===== config.mk =====
export PLATFORM = sky130hd
export DESIGN_NAME = i2c_eeprom_byte_access_master
export DESIGN_NICKNAME = d
export VERILOG_FILES = /design/src/hdl/i2cee_pkg.sv /design/src/hdl/i2cee_cfg.sv /design/src/hdl/i2cee_seq.sv /design/src/hdl/i2c_eeprom_byte_access_master.sv
export SDC_FILE = /design/constraint.sdc
export NUM_CORES = 1
export LEC_CHECK = 0
export ABC_AREA = 1
export BUFFER_PORTS_ARGS = -buffer_cell sky130_fd_sc_hd__buf_2
export CAP_MARGIN = 20
export CORE_MARGIN = 2
export CORE_UTILIZATION = 50
export CTS_CLUSTER_DIAMETER = 30
export CTS_CLUSTER_SIZE = 24
export DETAILED_ROUTE_END_ITERATION = 10
export HOLD_SLACK_MARGIN = 0.15
export PLACE_DENSITY = 0.78
export SETUP_SLACK_MARGIN = 0.02
export SLEW_MARGIN = 10
export SYNTH_ARGS = -nofsm -noshare
export SYNTH_HDL_FRONTEND = slang
export SYNTH_SLANG_ARGS = --single-unit

===== constraint.sdc =====
create_clock -name clk -period 1.9 [get_ports clk]
set_input_delay 0.19 -clock clk [delete_from_list [all_inputs] [get_ports clk]]
set_output_delay 0.19 -clock clk [all_outputs]
set_load 0.005 [all_outputs]

===== src/hdl/i2cee_pkg.sv =====
// Shared types, codes and the transaction program table for the I2C EEPROM master.
`timescale 1ns / 1ps

package i2cee_pkg;

    // Request codes carried on the operation field
    localparam logic [1:0] OP_TICK  = 2'd0;
    localparam logic [1:0] OP_WRITE = 2'd1;
    localparam logic [1:0] OP_READ  = 2'd2;

    // Configuration register indexes (byte address bit 2)
    localparam logic REG_DEV_ADDR  = 1'b0;
    localparam logic REG_WORD_ADDR = 1'b1;

    // Register reset values
    localparam logic [6:0] DEV_ADDR_RESET  = 7'd80;
    localparam logic [7:0] WORD_ADDR_RESET = 8'd0;

    // Bus phase kinds that make up a transaction
    typedef enum logic [3:0] {
        K_NONE    = 4'd0,
        K_START   = 4'd1,
        K_SEND_AW = 4'd2,
        K_SEND_WA = 4'd3,
        K_SEND_D  = 4'd4,
        K_SEND_AR = 4'd5,
        K_ACK     = 4'd6,
        K_READ    = 4'd7,
        K_NACK    = 4'd8,
        K_STOP    = 4'd9
    } kind_t;

    // Configuration register contents
    typedef struct packed {
        logic [6:0] dev_addr;
        logic [7:0] word_addr;
    } cfg_t;

    // One result item
    typedef struct packed {
        logic       scl;
        logic       sda;
        logic       busy;
        logic       done;
        logic [7:0] read_data;
        logic       ack_missing;
    } result_t;

    // Phase kind at a program position; position zero means idle
    function automatic kind_t kind_at(input logic [3:0] pos, input logic rd);
        kind_t k;
        case (pos)
            4'd1:    k = K_START;
            4'd2:    k = K_SEND_AW;
            4'd3:    k = K_ACK;
            4'd4:    k = K_SEND_WA;
            4'd5:    k = K_ACK;
            4'd6:    k = rd ? K_START   : K_SEND_D;
            4'd7:    k = rd ? K_SEND_AR : K_ACK;
            4'd8:    k = rd ? K_ACK     : K_STOP;
            4'd9:    k = rd ? K_READ    : K_NONE;
            4'd10:   k = rd ? K_NACK    : K_NONE;
            4'd11:   k = rd ? K_STOP    : K_NONE;
            default: k = K_NONE;
        endcase
        return k;
    endfunction

endpackage


===== src/hdl/i2cee_cfg.sv =====
// APB-style configuration registers: device address and word address.
`timescale 1ns / 1ps

module i2cee_cfg
    import i2cee_pkg::*;
(
    input  logic        clk,
    input  logic        rst_n,
    input  logic        psel,
    input  logic        penable,
    input  logic        pwrite,
    input  logic [2:0]  paddr,
    input  logic [31:0] pwdata,
    output logic [31:0] prdata,
    output logic        pready,
    output cfg_t        cfg
);

    logic [6:0] dev_addr_reg;
    logic [7:0] word_addr_reg;
    logic       wr_en;

    assign pready = 1'b1;
    assign wr_en  = psel && penable && pwrite;

    // Write registers on the access phase
    always_ff @(posedge clk or negedge rst_n)
    begin
        if (!rst_n)
        begin
            dev_addr_reg  <= DEV_ADDR_RESET;
            word_addr_reg <= WORD_ADDR_RESET;
        end
        else if (wr_en)
        begin
            case (paddr[2])
                REG_DEV_ADDR:  dev_addr_reg  <= pwdata[6:0];
                REG_WORD_ADDR: word_addr_reg <= pwdata[7:0];
                default:       dev_addr_reg  <= dev_addr_reg;
            endcase
        end
    end

    // Read back the addressed register
    always_comb
    begin
        case (paddr[2])
            REG_DEV_ADDR:  prdata = {25'd0, dev_addr_reg};
            REG_WORD_ADDR: prdata = {24'd0, word_addr_reg};
            default:       prdata = 32'd0;
        endcase
    end

    assign cfg.dev_addr  = dev_addr_reg;
    assign cfg.word_addr = word_addr_reg;

endmodule


===== src/hdl/i2cee_seq.sv =====
// Bus sequencer: transaction state and one pin step per accepted item.
`timescale 1ns / 1ps

module i2cee_seq
    import i2cee_pkg::*;
(
    input  logic       clk,
    input  logic       rst_n,
    input  logic       step_en,
    input  logic [1:0] operation,
    input  logic [7:0] write_data,
    input  logic       sda_in,
    input  cfg_t       cfg,
    output result_t    res
);

    // Sequence state
    logic [3:0] pos_reg,   pos_next;
    logic [1:0] sub_reg,   sub_next;
    logic [2:0] bc_reg,    bc_next;
    logic [7:0] shift_reg, shift_next;
    logic [7:0] hold_reg,  hold_next;
    logic       rd_reg,    rd_next;
    logic       fail_reg,  fail_next;
    logic       scl_reg,   scl_next;
    logic       sda_reg,   sda_next;
    logic [7:0] rres_reg,  rres_next;

    // State as seen after a possible start request
    logic       start;
    logic [3:0] e_pos;
    logic [1:0] e_sub;
    logic [2:0] e_bc;
    kind_t      kind;
    kind_t      kind_following;
    logic       adv;
    logic       done;
    logic [7:0] shift_in;

    assign start = (pos_reg == 4'd0) && ((operation == OP_WRITE) || (operation == OP_READ));

    always_comb
    begin
        e_pos     = start ? 4'd1 : pos_reg;
        e_sub     = start ? 2'd0 : sub_reg;
        e_bc      = start ? 3'd0 : bc_reg;
        rd_next   = start ? (operation == OP_READ) : rd_reg;
        hold_next = (start && (operation == OP_WRITE)) ? write_data : hold_reg;
        kind           = kind_at(e_pos, rd_next);
        kind_following = kind_at(e_pos + 4'd1, rd_next);
        shift_in       = {shift_reg[6:0], sda_in};
    end

    // Next sequence state
    always_comb
    begin
        pos_next   = e_pos;
        sub_next   = e_sub + 2'd1;
        bc_next    = e_bc;
        shift_next = shift_reg;
        fail_next  = start ? 1'b0 : fail_reg;
        rres_next  = rres_reg;
        adv        = 1'b0;
        case (kind)
            K_START:
            begin
                adv = (e_sub == 2'd3);
            end
            K_SEND_AW, K_SEND_WA, K_SEND_D, K_SEND_AR:
            begin
                if (e_sub[1])
                begin
                    shift_next = {shift_reg[6:0], 1'b0};
                    bc_next    = e_bc + 3'd1;
                    if (e_bc == 3'd7)
                        adv = 1'b1;
                    else
                        sub_next = 2'd0;
                end
            end
            K_ACK:
            begin
                if ((e_sub == 2'd2) && sda_in)
                    fail_next = 1'b1;
                adv = (e_sub == 2'd3);
            end
            K_READ:
            begin
                if (e_sub[1])
                begin
                    shift_next = shift_in;
                    bc_next    = e_bc + 3'd1;
                    if (e_bc == 3'd7)
                    begin
                        rres_next = shift_in;
                        adv       = 1'b1;
                    end
                    else
                        sub_next = 2'd0;
                end
            end
            K_NACK:
            begin
                adv = (e_sub == 2'd3);
            end
            K_STOP:
            begin
                if (e_sub[1])
                begin
                    pos_next = 4'd0;
                    sub_next = 2'd0;
                    bc_next  = 3'd0;
                end
            end
            default:
            begin
                pos_next = 4'd0;
                sub_next = 2'd0;
            end
        endcase

        // Enter the following phase and load its byte
        if (adv)
        begin
            bc_next  = 3'd0;
            sub_next = 2'd0;
            if (kind_following == K_NONE)
                pos_next = 4'd0;
            else
                pos_next = e_pos + 4'd1;
            case (kind_following)
                K_SEND_AW: shift_next = {cfg.dev_addr, 1'b0};
                K_SEND_AR: shift_next = {cfg.dev_addr, 1'b1};
                K_SEND_WA: shift_next = cfg.word_addr;
                K_SEND_D:  shift_next = hold_next;
                K_READ:    shift_next = 8'd0;
                default:   shift_next = shift_next;
            endcase
        end
    end

    // Pin levels and stop completion
    always_comb
    begin
        scl_next = scl_reg;
        sda_next = sda_reg;
        done     = 1'b0;
        case (kind)
            K_START:
            begin
                case (e_sub)
                    2'd0:    sda_next = 1'b1;
                    2'd1:    scl_next = 1'b1;
                    2'd2:    sda_next = 1'b0;
                    default: scl_next = 1'b0;
                endcase
            end
            K_SEND_AW, K_SEND_WA, K_SEND_D, K_SEND_AR:
            begin
                case (e_sub)
                    2'd0:    sda_next = shift_reg[7];
                    2'd1:    scl_next = 1'b1;
                    default: scl_next = 1'b0;
                endcase
            end
            K_ACK, K_NACK:
            begin
                case (e_sub)
                    2'd0:    sda_next = 1'b1;
                    2'd1:    scl_next = 1'b1;
                    2'd2:    scl_next = 1'b0;
                    default: sda_next = 1'b0;
                endcase
            end
            K_READ:
            begin
                case (e_sub)
                    2'd0:    sda_next = 1'b1;
                    2'd1:    scl_next = 1'b1;
                    default: scl_next = 1'b0;
                endcase
            end
            K_STOP:
            begin
                case (e_sub)
                    2'd0:    sda_next = 1'b0;
                    2'd1:    scl_next = 1'b1;
                    default:
                    begin
                        sda_next = 1'b1;
                        done     = 1'b1;
                    end
                endcase
            end
            default:
            begin
                done = 1'b0;
            end
        endcase
    end

    // Advance the state on each accepted item
    always_ff @(posedge clk or negedge rst_n)
    begin
        if (!rst_n)
        begin
            pos_reg   <= 4'd0;
            sub_reg   <= 2'd0;
            bc_reg    <= 3'd0;
            shift_reg <= 8'd0;
            hold_reg  <= 8'd0;
            rd_reg    <= 1'b0;
            fail_reg  <= 1'b0;
            scl_reg   <= 1'b1;
            sda_reg   <= 1'b1;
            rres_reg  <= 8'd0;
        end
        else if (step_en)
        begin
            pos_reg   <= pos_next;
            sub_reg   <= sub_next;
            bc_reg    <= bc_next;
            shift_reg <= shift_next;
            hold_reg  <= hold_next;
            rd_reg    <= rd_next;
            fail_reg  <= fail_next;
            scl_reg   <= scl_next;
            sda_reg   <= sda_next;
            rres_reg  <= rres_next;
        end
    end

    // Result of this item's step
    assign res.scl         = scl_next;
    assign res.sda         = sda_next;
    assign res.busy        = (pos_next != 4'd0);
    assign res.done        = done;
    assign res.read_data   = rres_next;
    assign res.ack_missing = fail_next;

endmodule


===== src/hdl/i2c_eeprom_byte_access_master.sv =====
// Top level of the I2C EEPROM byte-write / random-read master.
//
//  channel | handshake           | payload
//  --------+---------------------+------------------------------------------------
//  in      | in_valid, in_stall  | operation, write_data, sda_in
//  out     | out_valid, out_stall| scl_level, sda_level, busy_res, done_res,
//          |                     | read_data, ack_missing
//  cfg     | psel/penable/pwrite | paddr, pwdata, prdata, pready
//
// One item per clock unless stalled: each item performs one pin step in a single
// pass from the sequence state registers to the result register, so its result
// appears the cycle after acceptance. The result register decouples the sides;
// the input is stalled only while a result is held and the output is stalled.
// Reset (rst_n low) returns the sequencer to idle with both bus lines high.
`timescale 1ns / 1ps

module i2c_eeprom_byte_access_master
    import i2cee_pkg::*;
(
    input  logic        clk,
    input  logic        rst_n,
    input  logic        in_valid,
    output logic        in_stall,
    input  logic [1:0]  operation,
    input  logic [7:0]  write_data,
    input  logic        sda_in,
    output logic        out_valid,
    input  logic        out_stall,
    output logic        scl_level,
    output logic        sda_level,
    output logic        busy_res,
    output logic        done_res,
    output logic [7:0]  read_data,
    output logic        ack_missing,
    input  logic        psel,
    input  logic        penable,
    input  logic        pwrite,
    input  logic [2:0]  paddr,
    input  logic [31:0] pwdata,
    output logic [31:0] prdata,
    output logic        pready
);

    cfg_t    cfg;
    result_t step_res;
    result_t res_reg;
    logic    out_valid_reg, out_valid_next;
    logic    accept;

    // Hold the input while an untaken result sits in the output register
    assign in_stall = out_valid_reg && out_stall;
    assign accept   = in_valid && !in_stall;

    i2cee_cfg u_cfg (
        .clk     (clk),
        .rst_n   (rst_n),
        .psel    (psel),
        .penable (penable),
        .pwrite  (pwrite),
        .paddr   (paddr),
        .pwdata  (pwdata),
        .prdata  (prdata),
        .pready  (pready),
        .cfg     (cfg)
    );

    i2cee_seq u_seq (
        .clk        (clk),
        .rst_n      (rst_n),
        .step_en    (accept),
        .operation  (operation),
        .write_data (write_data),
        .sda_in     (sda_in),
        .cfg        (cfg),
        .res        (step_res)
    );

    // Track result occupancy
    always_comb
    begin
        if (accept)
            out_valid_next = 1'b1;
        else if (out_stall)
            out_valid_next = out_valid_reg;
        else
            out_valid_next = 1'b0;
    end

    always_ff @(posedge clk or negedge rst_n)
    begin
        if (!rst_n)
            out_valid_reg <= 1'b0;
        else
            out_valid_reg <= out_valid_next;
    end

    // Capture the result of each accepted item
    always_ff @(posedge clk)
    begin
        if (accept)
            res_reg <= step_res;
    end

    assign out_valid   = out_valid_reg;
    assign scl_level   = res_reg.scl;
    assign sda_level   = res_reg.sda;
    assign busy_res    = res_reg.busy;
    assign done_res    = res_reg.done;
    assign read_data   = res_reg.read_data;
    assign ack_missing = res_reg.ack_missing;

endmodule


Word level (Yosys, flattened, before mapping)

Cells that the tools add are included.

Register bits: 66
Output and inout port bits: 48

Add/subtract/negate cells: 3
Eq/ne operators: 43
Muxes and demuxes: 55
Bitwise gates (word level): 1
Reduce and logical (&&, ||, !) cells: 25

Operators with widths:

| kind                 | count |
|---|---|
| $pmux W4 S10         | 2 |
| $pmux W32 S2         | 1 |
| $eq A4 B3 Y1 const B | 15 |
| $mux W8              | 7 |
| $eq A4 B4 Y1 const B | 10 |
| $pmux W8 S5          | 1 |
| $eq A4 B2 Y1 const B | 8 |
| $mux W4              | 7 |
| $mux W3              | 6 |
| $pmux W8 S2          | 1 |
| $pmux W1 S2          | 7 |
| $eq A4 B1 Y1 const B | 3 |
| $mux W1              | 12 |
| $mux W2              | 6 |
| $reduce_or A2 Y1     | 6 |
| $logic_not A4 Y1     | 2 |
| $pmux W4 S2          | 1 |
| $reduce_or A8 Y1     | 1 |
| $logic_and A1 B1 Y1  | 7 |
| $eq A2 B2 Y1 const B | 3 |
| $pmux W2 S3          | 1 |
| $pmux W3 S2          | 1 |
| $pmux W1 S5          | 1 |
| $reduce_or A5 Y1     | 1 |
| 15 further kinds     | 17 |

Longest topological paths before layout

Depth in word-level cells: 12
Mapped depth: 19
Gate-level depth less buffers: 19

By module

A second synthesis with hierarchy kept.

Cells, all modules: 668
Area, all modules: 4669.5 sq um

Modules (own cells, without submodules):

| module                        | instances | cells an instance | area each (sq um) | seq. area each (sq um) |
|---|---|---|---|---|
| i2cee_seq                     | 1         | 529               | 3319.4            | 928.4 |
| i2cee_cfg                     | 1         | 120               | 914.6             | 377.9 |
| i2c_eeprom_byte_access_master | 1         | 19                | 435.4             | 415.4 |

Least setup slack after synthesis

OpenSTA, ideal clock, no wires.

Path kind: register to register
From: reg u_seq.pos_reg[1]
To: reg res_reg, in the netlist read_data[5] (data pin)
Library setup time: 0.271 ns
Data arrival time: 1.762 ns
Path slack: -0.134 ns
Stages on the path, launching flop included: 11
Path buffers: 2
Period minus slack after synthesis: 2.034 ns
Path through: dfrtp_1 -> buf_6 -> nor2_8 -> nand3_4 -> nand2_1 -> inv_1 -> ha_1 -> ha_1 -> nand3_1 -> buf_2 -> o21ai_0

RTL lines:

| what                   | line                                 | RTL |
|---|---|---|
| from (decl)            | i2cee_seq.sv:18                      | `logic [3:0] pos_reg, pos_next;` |
| from (signal assigned) | i2cee_seq.sv:220                     | `pos_reg <= pos_next;` |
| to (signal assigned)   | i2c_eeprom_byte_access_master.sv:101 | `res_reg <= step_res;` |
| to (decl)              | i2c_eeprom_byte_access_master.sv:46  | `result_t res_reg;` |

Final worst setup path

From: reg u_seq.pos_reg[3]
To: reg u_seq.bc_reg[2]

Word-level cells in the longest chain between the ends: 10

RTL lines:

| what                                                                  | line             | RTL |
|---|---|---|
| $logic_not A4 Y1                                                      | i2cee_seq.sv:40  | `assign start = (pos_reg == 4'd0) && ((operation == OP_WRITE) \|\| (operation == OP_READ));` |
| $logic_and A1 B1 Y1                                                   | i2cee_seq.sv:40  |  |
| $mux W4                                                               | i2cee_seq.sv:44  | `e_pos = start ? 4'd1 : pos_reg;` |
| $eq A4 B2 Y1 or $eq A4 B3 Y1 (tied branches)                          | i2cee_pkg.sv:52  | `case (pos)` |
| $reduce_or A2 Y1 (no source line)                                     | n/a              |  |
| $pmux W4 S10                                                          | i2cee_pkg.sv:52  |  |
| $eq A4 B2 Y1, or another cell as far along                            | i2cee_seq.sv:64  | `case (kind)` |
| $reduce_or A5 Y1 (no source line) or $reduce_or A3 Y1 (tied branches) | n/a              |  |
| $pmux W3 S2 or $pmux W1 S2 (tied branches)                            | i2cee_seq.sv:64  |  |
| $mux W3 (*)                                                           | i2cee_seq.sv:123 | `if (adv)` |
| to (signal assigned)                                                  | i2cee_seq.sv:222 | `bc_reg <= bc_next;` |
| to (decl)                                                             | i2cee_seq.sv:20  | `logic [2:0] bc_reg, bc_next;` |

Mark *: on every way between the ends. The rest lies on a longest branch, timed or not.
A chain may end at the register's enable or synchronous reset.

==> impl_metrics.tcl <==
set metrics [dict create \
    outcome "finished, violations left" \
    violations "negative setup slack" \
    port_buffers 49 \
    crit_path_cell_trace "nor2_4, nand3_4, buf_6, nand2_8, nand2_8, nand3_4, nand2_2, nor2_4, nand3_4, buf_6, nand2_2, nand2_2, a21boi_1, o21ai_2" \
    grt_overflow 0 \
    max_stage_delay_ns 0.44 \
    crit_path_end_kind "flip-flop" \
    reg2reg_from "u_seq.pos_reg[3]$_DFFE_PN0P_" \
    reg2reg_to "u_seq.bc_reg[2]$_DFFE_PN0P_" \
    yosysSeqAreaShare_pct 38.9 \
    netlist_area_mm2 0.00443 \
    worstHoldStart "write_data[7]" \
    synth_area_leader_cell "dfrtp_1" \
    clk_latency_ns 0.36 \
    hold_depth 3 \
    htree_levels 3 \
    cp.required_ns 2.13 \
    tritoncts "yes" \
    crit_slowest_cell "dfrtp_1" \
    pwr-share-comb_pct 55.8 \
    hold_end "u_seq.hold_reg[7]$_DFFE_PN0P_" \
    post-route-period-util_pct 121 \
    fin_nets 832 \
    root_buffer "clkbuf_8" \
    fp.dieW_um 98.1 \
    wl_per_cell_um 16.3 \
    clkPwrFrac_pct 17.3 \
    initial_core_util_pct 51.3 \
    grt_pass1_wl_um 20800 \
    cp-start-kind "flip-flop" \
    grt_pass1_vias 4402 \
    worstMarginPinSlew_ns 0.514 \
    place_area_mm2 0.00516 \
    switchingPower_mw 3.38 \
    setup_violations 41 \
    clockBufferDepth 2 \
    first_pass_iters 6 \
    area_growth_syn_to_layout_pct 43.0 \
    p_sw_share_pct 43.3 \
    die_h_um 98.1 \
    maxCapViolations 0 \
    num_rows 34 \
    fin_area_mm2 0.00633 \
    antenna_cells 0 \
    post-route-util_pct 73.3 \
    ir_drop_uv 557 \
    synth_area_leaders "dfrtp_1, nand2_1, edfxtp_1, inv_1, o21ai_0" \
    numCtsBuffers 9 \
    postSynth.asyncResetShare_pct 80.3 \
    power_density_mw_per_mm2 1230 \
    postSynthCellCount 617 \
    cts.clk_slew.worst_paths_ns 0.08 \
    crit_fanout 6 \
    yosysUniqueCellTypes 41 \
    antenna_found_initial 0 \
    synth_edf_count 13 \
    dp_hpwl_um 8220 \
    grt_usage_pct 26.9 \
    synth_top_area_share_pct 27.7 \
    internal_power_mw 4.44 \
    seq_power_share_pct 26.9 \
    drive_gt1_share_pct 37.6 \
    report.final.slew_viol_count 0 \
    die_area_mm2 0.00963 \
    fill_cells 599 \
    drtIter0Drc 488 \
    crit_buf_inv 2 \
    io_pins 101 \
    avgSynthCellArea_um2 7.18 \
    finalPower_mw 7.82 \
    r2r_slack_ns -0.39 \
    rsz0062_at_grt "yes" \
    critical_path_class "flip-flop to flip-flop" \
    synth-main-ff-cell "dfrtp_1" \
    period_needed_ns 2.29 \
    clock.fmax_mhz 436 \
    yosysWarnings 0 \
    gp_congestion 0.908 \
    power.leakage_nw 3.33 \
    fin_ws_ns -0.392 \
    hold_viol 0 \
    ys_seq_elements 66 \
    critical_path.top_delay_family "simple AND/OR/NAND/NOR gates" \
    skew_ns 0.0171 \
    place_ws_ns -0.496 \
    cts_num_sinks 66 \
    grt_max_degree 54 \
    postRouteAntennaNets 0 \
    relSlewSlack_pct 65.7 \
    core_mm2 0.00864 \
    remaining_drc_errors 0 \
    hold_class "input port to flip-flop" \
    worst_hold_slack_ns 0.193 \
    avgViaCountPerCell 5.51 \
    routed_wl_um 14300 \
    rr_worst_depth 14 \
    worstPathArrival_ns 2.53 \
    vias 4850 \
]
==> worst max path at each step <==
stage / cells past startpoint / from / endpoint
3_3_place_gp: 16 / operation[0] / u_seq.bc_reg[2]$_DFFE_PN0P_
5_1_grt: 17 / u_seq.pos_reg[3]$_DFFE_PN0P_ / u_seq.pos_reg[3]$_DFFE_PN0P_
2_1_floorplan: 18 / u_seq.pos_reg[1]$_DFFE_PN0P_ / u_seq.shift_reg[7]$_DFFE_PN0P_
6_report: 14 / u_seq.pos_reg[3]$_DFFE_PN0P_ / u_seq.bc_reg[2]$_DFFE_PN0P_
4_1_cts: 12 / u_seq.pos_reg[3]$_DFFE_PN0P_ / scl_level$_DFFE_PP_
3_5_place_dp: 16 / operation[0] / u_seq.bc_reg[1]$_DFFE_PN0P_
==> repair_timing <==
| item | 4_1_cts | 5_1_grt |
|---|---|---|
| setup endpoints to repair | 41 | 41 |
| setup buffers | 19 | 12 |
| pin swaps | 23 | 30 |
| hold endpoints to repair | 69 | 0 |
| resized for setup | 67 | 97 |
| gates cloned | 3 | 0 |
| hold buffers | 11 | 0 |
==> cell usage after synthesis (2+ instances only) <==
library cell and number:
nand2_1 249, inv_1 69, o21ai_0 51, dfrtp_1 49, nor2_1 30, buf_4 26
nand3_1 19, a21oi_1 16, edfxtp_1 13, ha_1 11, nand2_2 10, clkbuf_1 9
nand4_1 7, o21ai_2 7, a221oi_1 6, buf_6 4, dfstp_2 4, nand3_2 4
nor2_4 4, a21boi_0 2, a21oi_2 2, conb_1 2, inv_2 2, nand2_4 2
nor2_8 2, o21ai_1 2
==> power by group through the flow <==
stage                     Clock, mW  Sequential, mW  Combinational, mW
after floorplan                   0            2.01               1.87
after global routing           1.41            2.13               4.67
after CTS                      1.34            2.06               3.44
after detailed placement          0            2.07               2.94
after global placement            0            2.06               2.84
final                          1.35            2.10               4.37
==> stage by stage <==
step                instances  setup TNS (ns)
floorplan                 640           -2.74
global placement          822          -10.41
detailed placement        822          -13.81
CTS                       871           -5.40
global route              881          -13.46
finish                    881           -9.31
==> placed cells by master (no fill, tap or decap), drive strengths merged <==
master / netlist / layout
a21boi: 2 / 2
a21oi: 18 / 18
a221oi: 6 / 6
a22o: 1 / 1
and3: 1 / 1
buf: 32 / 145
bufinv: 0 / 2
clkbuf: 9 / 10
clkinv: 0 / 1
clkinvlp: 0 / 2
conb: 2 / 25
dfrtp: 49 / 49
dfstp: 4 / 4
dlygate4sd3: 0 / 11
edfxtp: 13 / 13
ha: 11 / 11
inv: 71 / 72
mux2: 1 / 1
mux2i: 1 / 1
nand2: 261 / 262
nand3: 24 / 24
nand4: 7 / 7
nor2: 37 / 38
nor3: 2 / 2
o2111ai: 1 / 1
o211ai: 1 / 1
o21a: 1 / 1
o21ai: 60 / 60
o31ai: 1 / 1
or2: 1 / 1
==> layer usage <==
layer | wire, µm | track usage (%)
met1 | 5250 | 32.7
met2 | 7220 | 46.1
met3 | 1120 | 5.37
met4 | 759 | 12.0
met5 | 0 | 0
==> tightest hold or removal path, stage by stage <==
cell and delay [ns]:
buf_2 0.07, o21ai_1 0.09, o21ai_0 0.17
==> kinds of logic (layout without fill, tap and decap cells) <==
logic type                 after synthesis  after routing  share of synthesized area (%)
AOI/OAI and AO/OA                       91             91                           12.0
adders and majority gates               11             11                           3.11
buffers and inverters                  112            243                           12.7
DFF                                     66             66                           38.9
muxes                                    2              2                          0.480
other                                    2             25                          0.170
and+or+nand+nor                        333            335                           32.7
==> cell type report <==
class	instances	area, µm²	share of cell area [%]
Timing Repair Buffer	156	1230	19.4
Multi-Input combinational cell	464	2750	43.4
Clock inverter	6	88.8	1.40
Sequential cell	66	1720	27.2
Clock buffer	10	128	2.02
Tap cell	108	135	2.13
Inverter	71	277	4.37
Note: power is estimated with default switching activity, not from simulation.
